<file path="src/hw/rtl/positional_list_engine_top_macros.svh">
// Assertion macros for the positional list engine.
// Included by the top level; relies on clk_i and rst_ni in the including module.
`ifndef POSITIONAL_LIST_ENGINE_TOP_MACROS_SVH
`define POSITIONAL_LIST_ENGINE_TOP_MACROS_SVH
`ifndef NO_ASSERTIONS
// Checks a property on every rising clock edge outside reset.
`define PLE_ASSERT(label, prop, msg) \
  label: assert property (@(posedge clk_i) disable iff (!rst_ni) (prop)) else $error(msg);
// Checks that the consequent holds in the cycle after the antecedent.
`define PLE_ASSERT_NEXT(label, ante, cons, msg) \
  label: assert property (@(posedge clk_i) disable iff (!rst_ni) (ante) |=> (cons)) \
    else $error(msg);
`else
`define PLE_ASSERT(label, prop, msg)
`define PLE_ASSERT_NEXT(label, ante, cons, msg)
`endif
`endif

</file>
<file path="src/hw/rtl/ple_pkg.sv">
// Shared types and constants for the positional list engine.
// No dependencies; used by the cell, the control and the top level.
`default_nettype none
package ple_pkg;

  localparam int CmdW  = 2;
  localparam int PosW  = 5;
  localparam int DataW = 32;
  localparam int LenW  = 5;

  typedef enum logic [CmdW-1:0] {
    CMD_GET    = 2'd0,
    CMD_INSERT = 2'd1,
    CMD_DELETE = 2'd2
  } ple_cmd_e;

  // Broadcast to every cell for one accepted command.
  typedef struct packed {
    logic            ins;   // valid insert
    logic            del;   // valid delete
    logic            rd;    // valid get or delete, returns a word
    logic [PosW-1:0] slot;  // zero-based target position
  } ple_op_t;

endpackage
`default_nettype wire

</file>
<file path="src/hw/rtl/positional_list_engine_top.sv">
// Positional list engine top level: a row of element cells plus control.
// Depends on ple_pkg, ple_cell, ple_ctrl and the assertion macro header.
//
// The engine holds an ordered list of up to DEPTH signed 32-bit words,
// numbered from 1. A command (get, insert before, delete) is taken at any
// clock edge where start is high; busy stays low, so one command can be
// issued every cycle. All cells shift in the same cycle as the command, and
// its result appears on the result ports in the following cycle for exactly
// one cycle with valid_o high. The receiver cannot stall. Bad positions,
// reserved command codes and inserts into a full list give status 1, read
// value zero, and leave the list untouched.
`default_nettype none
`include "positional_list_engine_top_macros.svh"
module positional_list_engine_top #(
  parameter int DEPTH = 16
) (
  input  wire logic                       clk_i,
  input  wire logic                       rst_ni,
  input  wire logic                       start,
  output logic                            busy,
  input  wire logic [ple_pkg::CmdW-1:0]   cmd_i,
  input  wire logic [ple_pkg::PosW-1:0]   position_i,
  input  wire logic [ple_pkg::DataW-1:0]  value_i,
  output logic                            valid_o,
  output logic                            status_o,
  output logic      [ple_pkg::DataW-1:0]  read_value_o,
  output logic      [ple_pkg::LenW-1:0]   length_o
);
  import ple_pkg::*;

  localparam int CntW = $clog2(DEPTH + 1);

  logic             accept;
  ple_op_t          op;
  logic             ok;
  logic [CntW-1:0]  cnt_q, cnt_d;
  logic [DataW-1:0] cell_data [DEPTH];
  logic [DataW-1:0] rd_word;

  logic             valid_q, status_q;
  logic [DataW-1:0] read_value_q;
  logic [LenW-1:0]  length_q;

  assign busy   = 1'b0;
  assign accept = start && !busy;

  ple_ctrl #(
    .Depth (DEPTH),
    .CntW  (CntW)
  ) u_ctrl (
    .clk_i      (clk_i),
    .rst_ni     (rst_ni),
    .accept_i   (accept),
    .cmd_i      (cmd_i),
    .position_i (position_i),
    .op_o       (op),
    .ok_o       (ok),
    .cnt_q_o    (cnt_q),
    .cnt_d_o    (cnt_d)
  );

  for (genvar k = 0; k < DEPTH; k++) begin : g_cell
    logic [DataW-1:0] left_w, right_w;
    if (k == 0) begin : g_first
      assign left_w = value_i;
    end else begin : g_mid_l
      assign left_w = cell_data[k-1];
    end
    if (k == DEPTH - 1) begin : g_last
      assign right_w = cell_data[k];
    end else begin : g_mid_r
      assign right_w = cell_data[k+1];
    end
    ple_cell #(
      .CellIdx (k)
    ) u_cell (
      .clk_i   (clk_i),
      .op_i    (op),
      .value_i (value_i),
      .left_i  (left_w),
      .right_i (right_w),
      .data_o  (cell_data[k])
    );
  end

  // Select the target cell; only held elements are ever returned.
  always_comb begin
    rd_word = '0;
    for (int k = 0; k < DEPTH; k++) begin
      if (k == int'(op.slot)) begin
        rd_word = cell_data[k];
      end
    end
  end

  always_ff @(posedge clk_i or negedge rst_ni) begin
    if (!rst_ni) begin
      valid_q <= 1'b0;
    end else begin
      valid_q <= accept;
    end
  end

  always_ff @(posedge clk_i) begin
    if (accept) begin
      status_q     <= !ok;
      read_value_q <= op.rd ? rd_word : '0;
      length_q     <= LenW'(cnt_d);
    end
  end

  assign valid_o      = valid_q;
  assign status_o     = status_q;
  assign read_value_o = read_value_q;
  assign length_o     = length_q;

  `PLE_ASSERT_NEXT(a_result_follows, accept, valid_o, "accepted command gave no result")
  `PLE_ASSERT_NEXT(a_no_spurious, !accept, !valid_o, "result without a command")
  `PLE_ASSERT(a_err_zero, !(valid_o && status_o) || (read_value_o == '0), "error word nonzero")
  `PLE_ASSERT(a_err_keeps_len, !(valid_o && status_o) || (length_o == LenW'($past(cnt_q))), "error changed length")

endmodule
`default_nettype wire

</file>
<file path="src/hw/rtl/ple_cell.sv">
// One storage cell of the list: holds one element word.
// Depends on ple_pkg for the broadcast operation type.
`default_nettype none
module ple_cell #(
  parameter int CellIdx = 0
) (
  input  wire logic                       clk_i,
  input  wire ple_pkg::ple_op_t           op_i,
  input  wire logic [ple_pkg::DataW-1:0]  value_i,
  input  wire logic [ple_pkg::DataW-1:0]  left_i,
  input  wire logic [ple_pkg::DataW-1:0]  right_i,
  output logic      [ple_pkg::DataW-1:0]  data_o
);
  import ple_pkg::*;

  logic [DataW-1:0] data_q, data_d;
  logic             at_slot, past_slot;

  assign at_slot   = (CellIdx == int'(op_i.slot));
  assign past_slot = (CellIdx >  int'(op_i.slot));

  // An insert loads the new word at the target and moves later words up;
  // a delete pulls every word from the target onward down by one.
  always_comb begin
    data_d = data_q;
    if (op_i.ins && at_slot) begin
      data_d = value_i;
    end else if (op_i.ins && past_slot) begin
      data_d = left_i;
    end else if (op_i.del && (at_slot || past_slot)) begin
      data_d = right_i;
    end
  end

  always_ff @(posedge clk_i) begin
    data_q <= data_d;
  end

  assign data_o = data_q;

endmodule
`default_nettype wire

</file>
<file path="src/hw/rtl/ple_ctrl.sv">
// Command decode, position checks and the element count register.
// Depends on ple_pkg for the command codes and the operation type.
`default_nettype none
module ple_ctrl #(
  parameter int Depth = 16,
  parameter int CntW  = $clog2(Depth + 1)
) (
  input  wire logic                      clk_i,
  input  wire logic                      rst_ni,
  input  wire logic                      accept_i,
  input  wire logic [ple_pkg::CmdW-1:0]  cmd_i,
  input  wire logic [ple_pkg::PosW-1:0]  position_i,
  output ple_pkg::ple_op_t               op_o,
  output logic                           ok_o,
  output logic      [CntW-1:0]           cnt_q_o,
  output logic      [CntW-1:0]           cnt_d_o
);
  import ple_pkg::*;

  localparam int CmpW = ((CntW > PosW) ? CntW : PosW) + 1;

  logic [CntW-1:0] cnt_q, cnt_d;
  logic [CmpW-1:0] pos_x, cnt_x;
  logic            pos_nz, in_list, ins_ok, del_ok, get_ok;

  assign pos_x   = CmpW'(position_i);
  assign cnt_x   = CmpW'(cnt_q);
  assign pos_nz  = (position_i != '0);
  assign in_list = pos_nz && (pos_x <= cnt_x);

  always_comb begin
    get_ok = 1'b0;
    ins_ok = 1'b0;
    del_ok = 1'b0;
    unique case (ple_cmd_e'(cmd_i))
      CMD_GET: begin
        get_ok = in_list;
      end
      CMD_INSERT: begin
        ins_ok = pos_nz && (pos_x <= cnt_x + CmpW'(1)) && (cnt_x < CmpW'(Depth));
      end
      CMD_DELETE: begin
        del_ok = in_list;
      end
      default: begin
      end
    endcase
  end

  always_comb begin
    op_o.ins  = accept_i && ins_ok;
    op_o.del  = accept_i && del_ok;
    op_o.rd   = get_ok || del_ok;
    op_o.slot = position_i - PosW'(1);
    ok_o      = get_ok || ins_ok || del_ok;
  end

  always_comb begin
    cnt_d = cnt_q;
    if (op_o.ins) begin
      cnt_d = cnt_q + CntW'(1);
    end else if (op_o.del) begin
      cnt_d = cnt_q - CntW'(1);
    end
  end

  always_ff @(posedge clk_i or negedge rst_ni) begin
    if (!rst_ni) begin
      cnt_q <= '0;
    end else begin
      cnt_q <= cnt_d;
    end
  end

  assign cnt_q_o = cnt_q;
  assign cnt_d_o = cnt_d;

endmodule
`default_nettype wire

</file>
<file path="config.mk">
export PLATFORM = sky130hd
export DESIGN_NAME = positional_list_engine_top
export DESIGN_NICKNAME = d
export VERILOG_FILES = /design/src/hw/rtl/ple_pkg.sv /design/src/hw/rtl/positional_list_engine_top.sv /design/src/hw/rtl/ple_cell.sv /design/src/hw/rtl/ple_ctrl.sv
export VERILOG_INCLUDE_DIRS = /design/src /design/src/hw/rtl
export SDC_FILE = /design/constraint.sdc
export NUM_CORES = 1
export LEC_CHECK = 0
export BUFFER_PORTS_ARGS = -buffer_cell sky130_fd_sc_hd__buf_4
export CAP_MARGIN = 20
export CORE_MARGIN = 4
export CORE_UTILIZATION = 27
export CTS_CLUSTER_DIAMETER = 200
export CTS_CLUSTER_SIZE = 40
export DETAILED_ROUTE_END_ITERATION = 12
export GPL_TIMING_DRIVEN = 1
export PLACE_DENSITY = 0.48
export SYNTH_ARGS = -nofsm -noshare
export SYNTH_HDL_FRONTEND = slang
export SYNTH_HIERARCHICAL = 1
export SYNTH_SLANG_ARGS = --single-unit
</file>
<file path="constraint.sdc">
create_clock -name clk_i -period 23.2 [get_ports clk_i]
set_clock_uncertainty 0.05 [all_clocks]
set_input_delay 4.64 -clock clk_i [delete_from_list [all_inputs] [get_ports clk_i]]
set_output_delay 4.64 -clock clk_i [all_outputs]
set_load 0.02 [all_outputs]
</file>
==> results.yml, run 1 <==
run_status:
  status: "finished, final reports clean"
drt:
  vias: 29830
  wl_per_cell_um: 30.41
  dr.pass1.iters: 6
  drt_wl_total_mm: 150.8
  drc: 0
  via_per_inst: 6.014
  drtIter0Drc: 4047
  ant_nets: 0
clock_tree:
  cts_max_path_buffers: 3
  clock_latency_ps: 630
  cts_resized: 0
  tritoncts: "yes"
  clock-sinks: 556
  cts_buffers: 17
  clk_pin_slew_ps: 170
  postCtsHoldBufs: 0
  cts-htree-levels: 1
  post_cts_buffers: 0
  cts_root_buf: "clkbuf_16"
die:
  start_util_pct: 27.15
  dieArea_um2: 142200
  std_cell_rows: 135
  die_y_um: 377.1
  boundaryPins: 82
  die_w_um: 377.1
  core_um2: 135500
critical_path:
  cp_cell_sequence: "buf_4, inv_8, ha_1, xor2_4, buf_4, buf_4, buf_4, nor3_2, buf_4, and3_1, a2111oi_0, nor4bb_1, o41ai_2"
  critical_path_depth: 13
  critPathMaxStageDelay_ps: 790
  critPathKind: "in -> reg"
  crit_path_frequent_cell: "buf_4"
  reg2reg_depth: 13
  critPathTopFamily: "buffers and inverters"
  worstPathRequired_ps: 23530
  critPathLaunchType: "primary input"
  arrival_ps: 8940
  crit_fanout: 44
  cp_slowest_cell: "nor4bb_1"
  cp-end-kind: "flop"
  crit_buf_inv: 6
worst_hold_path:
  worst_hold_path_type: "reg -> reg"
  hold_depth: 1
sta:
  hold_ws_ps: 570.0
  min_period_ps: 8618
  setup_viol: 0
  maxSlewHeadroom_pct: 22.82
  drv_slew: 0
  fmax_mhz: 116.0
  rsz0062_at_grt: "false"
  period_share_pct: 37.15
  finalHoldViolations: 0
  tightest_slew_ps: 1153
  finalSetupTns_ps: 0
synthesis:
  yosys-top-cells-area: "edfxtp_1 45%, a221o_1 3.1%, a21oi_1 2.4%"
  synth_common_cells: "550 x edfxtp_1, 177 x a21oi_1, 157 x nor2_1"
  syn_inst: 3317
  synth_area_per_cell_um2: 11.09
  yosys.cell_count.top_type: "edfxtp_1"
  yosys.area.top_type: "edfxtp_1"
  synth.distinct_cells: 114
  synth-edff-count: 550
  yosys_warnings: 6
  synth-seq-cells: 556
  synth_top_cell_area_share_pct: 44.91
  ys_seq_area_share_pct: 45.32
  syn-cell-area_um2: 36780
  synthArstFlopShare_pct: 1.079
  synth_nets: 3373
  synth_flop_cell: "edfxtp_1"
grt:
  grt_first_pass_wirelength_mm: 216.4
  gr-usage-all-layers_pct: 20.26
  grt_max_degree: 113
  antenna_found_initial: 2
  grt-ovfl-total: 0
  grt_pass1_vias: 27590
place:
  port_buffers: 80
  dp_hpwl_mm: 105.6
  gp_congestion: 0.8767
  dp_cells: 4933
finish:
  fillCellCount: 13930
  drive_gt1_share_pct: 18.00
  syn2layout_area_growth_pct: 6.199
  final_util_pct: 28.83
  fin_cells: 4960
  nets: 3228
power_and_ir_drop:
  peakVddDrop_mv: 0.04675
  p_leak_nw: 12.28
  powerDensity_nw_per_um2: 58.57
run:
  cap_viol_max_count: 0
==> flip-flops by register name (all words and copies together) (netlist names) <==
name	count
g_cell.u_cell/data_o	512
length_o	5
read_value_o	32
status_o	1
u_ctrl/cnt_q_o	5
valid_o	1
==> placed cells by master, fill, tap and decap left out, types with 22 or more instances in the layout <==
cell type	netlist	layout
mux2_4	30	30
nor3_2	62	67
a2bb2oi_2	30	30
nand2_1	151	150
mux2_1	60	60
nand2b_1	43	41
a221o_2	24	24
a21boi_0	64	64
o22ai_1	88	88
nand3b_1	40	40
o22a_1	43	43
nor2_1	157	152
a21oi_1	177	177
a21oi_2	29	29
edfxtp_1	550	550
a22o_1	22	22
a221o_1	114	114
a31oi_2	27	27
and3_1	99	98
a31oi_1	114	114
nand3_1	123	122
a211oi_1	47	46
or3b_1	36	35
buf_4	19	177
a32oi_1	41	41
mux2i_1	84	84
a22oi_1	44	44
o31ai_4	30	30
nor3_1	97	92
nor4b_2	20	22
and2_1	38	37
o21ai_0	125	125
==> path summary, 6_finish.rpt <==
check / startpoint / end / slack [ps]
setup / recovery: position_i[0] / read_value_o[26]$_SDFFCE_PN0P_ / 14580
hold / removal: u_ctrl/cnt_q_o[3]$_DFF_PN0_ / u_ctrl/cnt_q_o[3]$_DFF_PN0_ / 570
setup reg to reg: u_ctrl/cnt_q_o[0]$_DFF_PN0_ / g_cell[5].u_cell/data_o[6]$_DFFE_PP_ / 17950
hold reg to reg: u_ctrl/cnt_q_o[3]$_DFF_PN0_ / u_ctrl/cnt_q_o[3]$_DFF_PN0_ / 570
max in group asynchronous: rst_ni / u_ctrl/cnt_q_o[1]$_DFF_PN0_ / 19240
min in group asynchronous: rst_ni / valid_o$_DFF_PN0_ / 3740
==> routing by layer <==
metal  routed length, um  track usage (%)  vias up  part of all wire, %
li1                    -                -    12950                    -
met1               69600            30.67    15200                   46
met2               64880            30.60     1515                   43
met3               12500            2.551      160                  8.3
met4                3806            4.557        4                  2.5
met5                  27                0        -                0.018
==> layout make-up <==
class / count / area (um2) / share of cell area [%]
Multi-Input combinational cell: 2395 / 18140 / 46.45
Timing Repair Buffer: 183 / 1455 / 3.726
Tap cell: 1781 / 2228 / 5.705
Clock inverter: 1 / 30.03 / 0.07688
Sequential cell: 556 / 16670 / 42.67
Inverter: 19 / 83.83 / 0.2146
Clock buffer: 23 / 447.9 / 1.147
Antenna cell: 2 / 5.005 / 0.01281
==> logic make-up after synthesis <==
| family | share of synthesized area, % |
|---|---|
| AOI/OAI and AO/OA | 25.36 |
| xor gates and xnor gates | 0.2382 |
| adders and majority gates | 0.4763 |
| buffers and inverters | 6.066 |
| DFF | 45.32 |
| muxes | 5.746 |
| other | 0.01020 |
| and+or+nand+nor | 16.79 |
==> where the power goes <==
group          total [mW]  internal (mW)  switching [mW]
logic               0.561          0.183           0.379
clock network       0.486          0.149           0.337
registers            1.24           1.18          0.0636
total                2.29           1.51           0.779
==> through the flow <==
| stage | setup slack [ps] | power [mW] | instance area, um2 |
|---|---|---|---|
| 2_1_floorplan | 10700 | 1.590 | 36780 |
| 3_3_place_gp | 13830 | 1.806 | 38490 |
| 4_1_cts | 14690 | 2.292 | 39020 |
| 5_1_grt | 14480 | 2.366 | 39050 |
| 3_5_place_dp | 14010 | 1.811 | 38550 |
| 6_report | 14580 | 2.288 | 39060 |
No activity file was read; power rests on OpenSTA's default activity.
==> run 2: changes to the inputs <==
--- a/config.mk
+++ b/config.mk
@@ -14,7 +14,7 @@
 export CTS_CLUSTER_SIZE = 40
 export DETAILED_ROUTE_END_ITERATION = 12
 export GPL_TIMING_DRIVEN = 1
-export PLACE_DENSITY = 0.48
+export PLACE_DENSITY = 0.49
 export SYNTH_ARGS = -nofsm -noshare
 export SYNTH_HDL_FRONTEND = slang
 export SYNTH_HIERARCHICAL = 1
==> constraint.sdc (replaced) <==
create_clock -name clk_i -period 7.7 [get_ports clk_i]
set_clock_uncertainty 0.05 [all_clocks]
set_input_delay 1.54 -clock clk_i [delete_from_list [all_inputs] [get_ports clk_i]]
set_output_delay 1.54 -clock clk_i [all_outputs]
set_load 0.02 [all_outputs]
==> run 2 against run 1 <==
Effect of this change:
- clock power increased to 3.0 times the previous value
- core utilization rose by 0.13 points
- non-clock buffer count rose by 8
- wire length rose by 3.5%
- global-route usage is 0.76 points higher
- first-iteration DRC count is 6.9% higher
- hold slack better by 8.3 ps
- die area did not move
==> results.yml, run 2 (same netlist as run 1, synthesis figures left out) <==
sta:
  finalSetupTns_ps: 0
  fmax_mhz: 183.1
  maxSlewHeadroom_pct: 22.14
  finalHoldViolations: 0
  drv_slew: 0
  period_share_pct: 70.91
  rsz0062_at_grt: "false"
  tightest_slew_ps: 1165
  setup_viol: 0
  min_period_ps: 5460
  hold_ws_ps: 578.3
place:
  port_buffers: 80
  gp_congestion: 0.9077
  dp_hpwl_mm: 107.5
  dpl_cell_area_um2: 38720
  dp_cells: 4939
power_and_ir_drop:
  pwr-share-clk_pct: 20.8
  powerDensity_nw_per_um2: 177.5
  internal_power_mw: 4.547
  seqPwrFrac_pct: 53.6
  peakVddDrop_mv: 0.1484
  p_switching_mw: 2.418
  swShare_pct: 34.72
  pwr-share-comb_pct: 25.6
  p_leak_nw: 12.34
drt:
  ant_nets: 0
  vias: 30350
  drt_wl_total_mm: 156.1
  dr.pass1.iters: 9
  via_per_inst: 6.112
  drtIter0Drc: 4325
  drc: 0
  wl_per_cell_um: 31.44
finish:
  final_util_pct: 28.96
  drive_gt1_share_pct: 18.44
  nets: 3236
  layout_commonest_cell: "edfxtp_1"
  fin_area_um2: 39230
  fin_cells: 4965
  fillCellCount: 13900
  largest_reg_flops: 512
  num_antenna_cells: 0
  syn2layout_area_growth_pct: 6.671
  layout_common_cells: "550 x edfxtp_1, 180 x buf_4, 177 x a21oi_1, 151 x nor2_1, 150 x nand2_1"
critical_path:
  cp_slowest_cell: "a2111oi_0"
  r2r-end: "g_cell[3].u_cell/data_o[3]$_DFFE_PP_"
  cp_cell_sequence: "buf_4, nor3_1, xor2_4, or3b_1, nor2_1, a2111oi_0, nand3_1, a22o_1"
  arrival_ps: 5810
  reg2reg_depth: 12
  critPathLaunchType: "primary input"
  cp-end-kind: "flop"
  ff2ff_setup_slack_ps: 2950
  crit_fanout: 24
  critPathKind: "in -> reg"
  startpoint: "position_i[1]"
  critPathMaxStageDelay_ps: 960
  r2r-start: "u_ctrl/cnt_q_o[0]$_DFF_PN0_"
  worstPathRequired_ps: 8050
worst_hold_path:
  hold_depth: 1
  worst_hold_path_type: "reg -> reg"
  hold_end: "g_cell[0].u_cell/data_o[6]$_DFFE_PP_"
  min_from: "g_cell[1].u_cell/data_o[6]$_DFFE_PP_"
die:
  die_y_um: 377.1
  std_cell_rows: 135
  boundaryPins: 82
  die_w_um: 377.1
  start_util_pct: 27.15
  core_um2: 135500
  dieArea_um2: 142200
run:
  cap_viol_max_count: 0
clock_tree:
  cts_max_path_buffers: 3
  clock-sinks: 556
  cts_resized: 0
  clock_latency_ps: 630
  cts_buffers: 17
  tritoncts: "yes"
  cts-htree-levels: 1
  clk_pin_slew_ps: 180
  postCtsHoldBufs: 0
  cts_root_buf: "clkbuf_16"
  post_cts_buffers: 0
grt:
  grt-ovfl-total: 0
  antenna_found_initial: 6
  gr-usage-all-layers_pct: 21.02
  grt_pass1_vias: 27890
  grt_first_pass_wirelength_mm: 222.3
  grt_max_degree: 99
run_status:
  status: "finished, final reports clean"
## run 2: per-stage QoR
step                      worst slack (ps)  power [mW]
after CTS                             2491       6.951
after global routing                  2290       7.190
after global placement                1822       5.513
after detailed placement              1823       5.528
after floorplan                      -1238       4.799
final                                 2240       6.966
## run 2: area by class of cell
cell class / instances / area, um2 / area share (%)
timing repair buffer: 191 / 1577 / 4.018
tap: 1781 / 2228 / 5.680
sequential: 556 / 16670 / 42.48
multi-input combinational: 2395 / 18210 / 46.42
inverter: 19 / 80.08 / 0.2041
clock buffer: 23 / 469.2 / 1.196
## run 2: critical path, delay by kind of cell
family / cells / cell delay, ps
compound gates: 2 / 1260
xor+xnor: 1 / 760
buf+inv: 1 / 130
simple gates: 4 / 2080
## run 2: metal layers
metal  up-vias  track usage (%)  routed length [um]
met1     15370            31.14               69160
met3       216            3.572               15380
met2      1794            31.29               66780
li1      12960                -                   -
met4         4            5.944                4730
met5         -                0                  23
## run 2: how the worst max path moves through the flow
stage	endpoint	slack, ps	cells after the start
global route	read_value_o[20]$_SDFFCE_PN0P_	2290	8
CTS	read_value_o[0]$_SDFFCE_PN0P_	2490	8
floorplan	g_cell[6].u_cell/data_o[0]$_DFFE_PP_	-1240	6
finish	read_value_o[20]$_SDFFCE_PN0P_	2240	8
global placement	read_value_o[12]$_SDFFCE_PN0P_	1820	8
detailed placement	read_value_o[0]$_SDFFCE_PN0P_	1820	8
## run 2: power by group through the flow
stage / logic, mW / registers [mW] / clock network, mW
2_1_floorplan: 1.07 / 3.73 / 0
3_3_place_gp: 1.71 / 3.80 / 0
3_5_place_dp: 1.73 / 3.79 / 0
4_1_cts: 1.74 / 3.73 / 1.49
5_1_grt: 1.88 / 3.75 / 1.57
6_report: 1.78 / 3.73 / 1.45
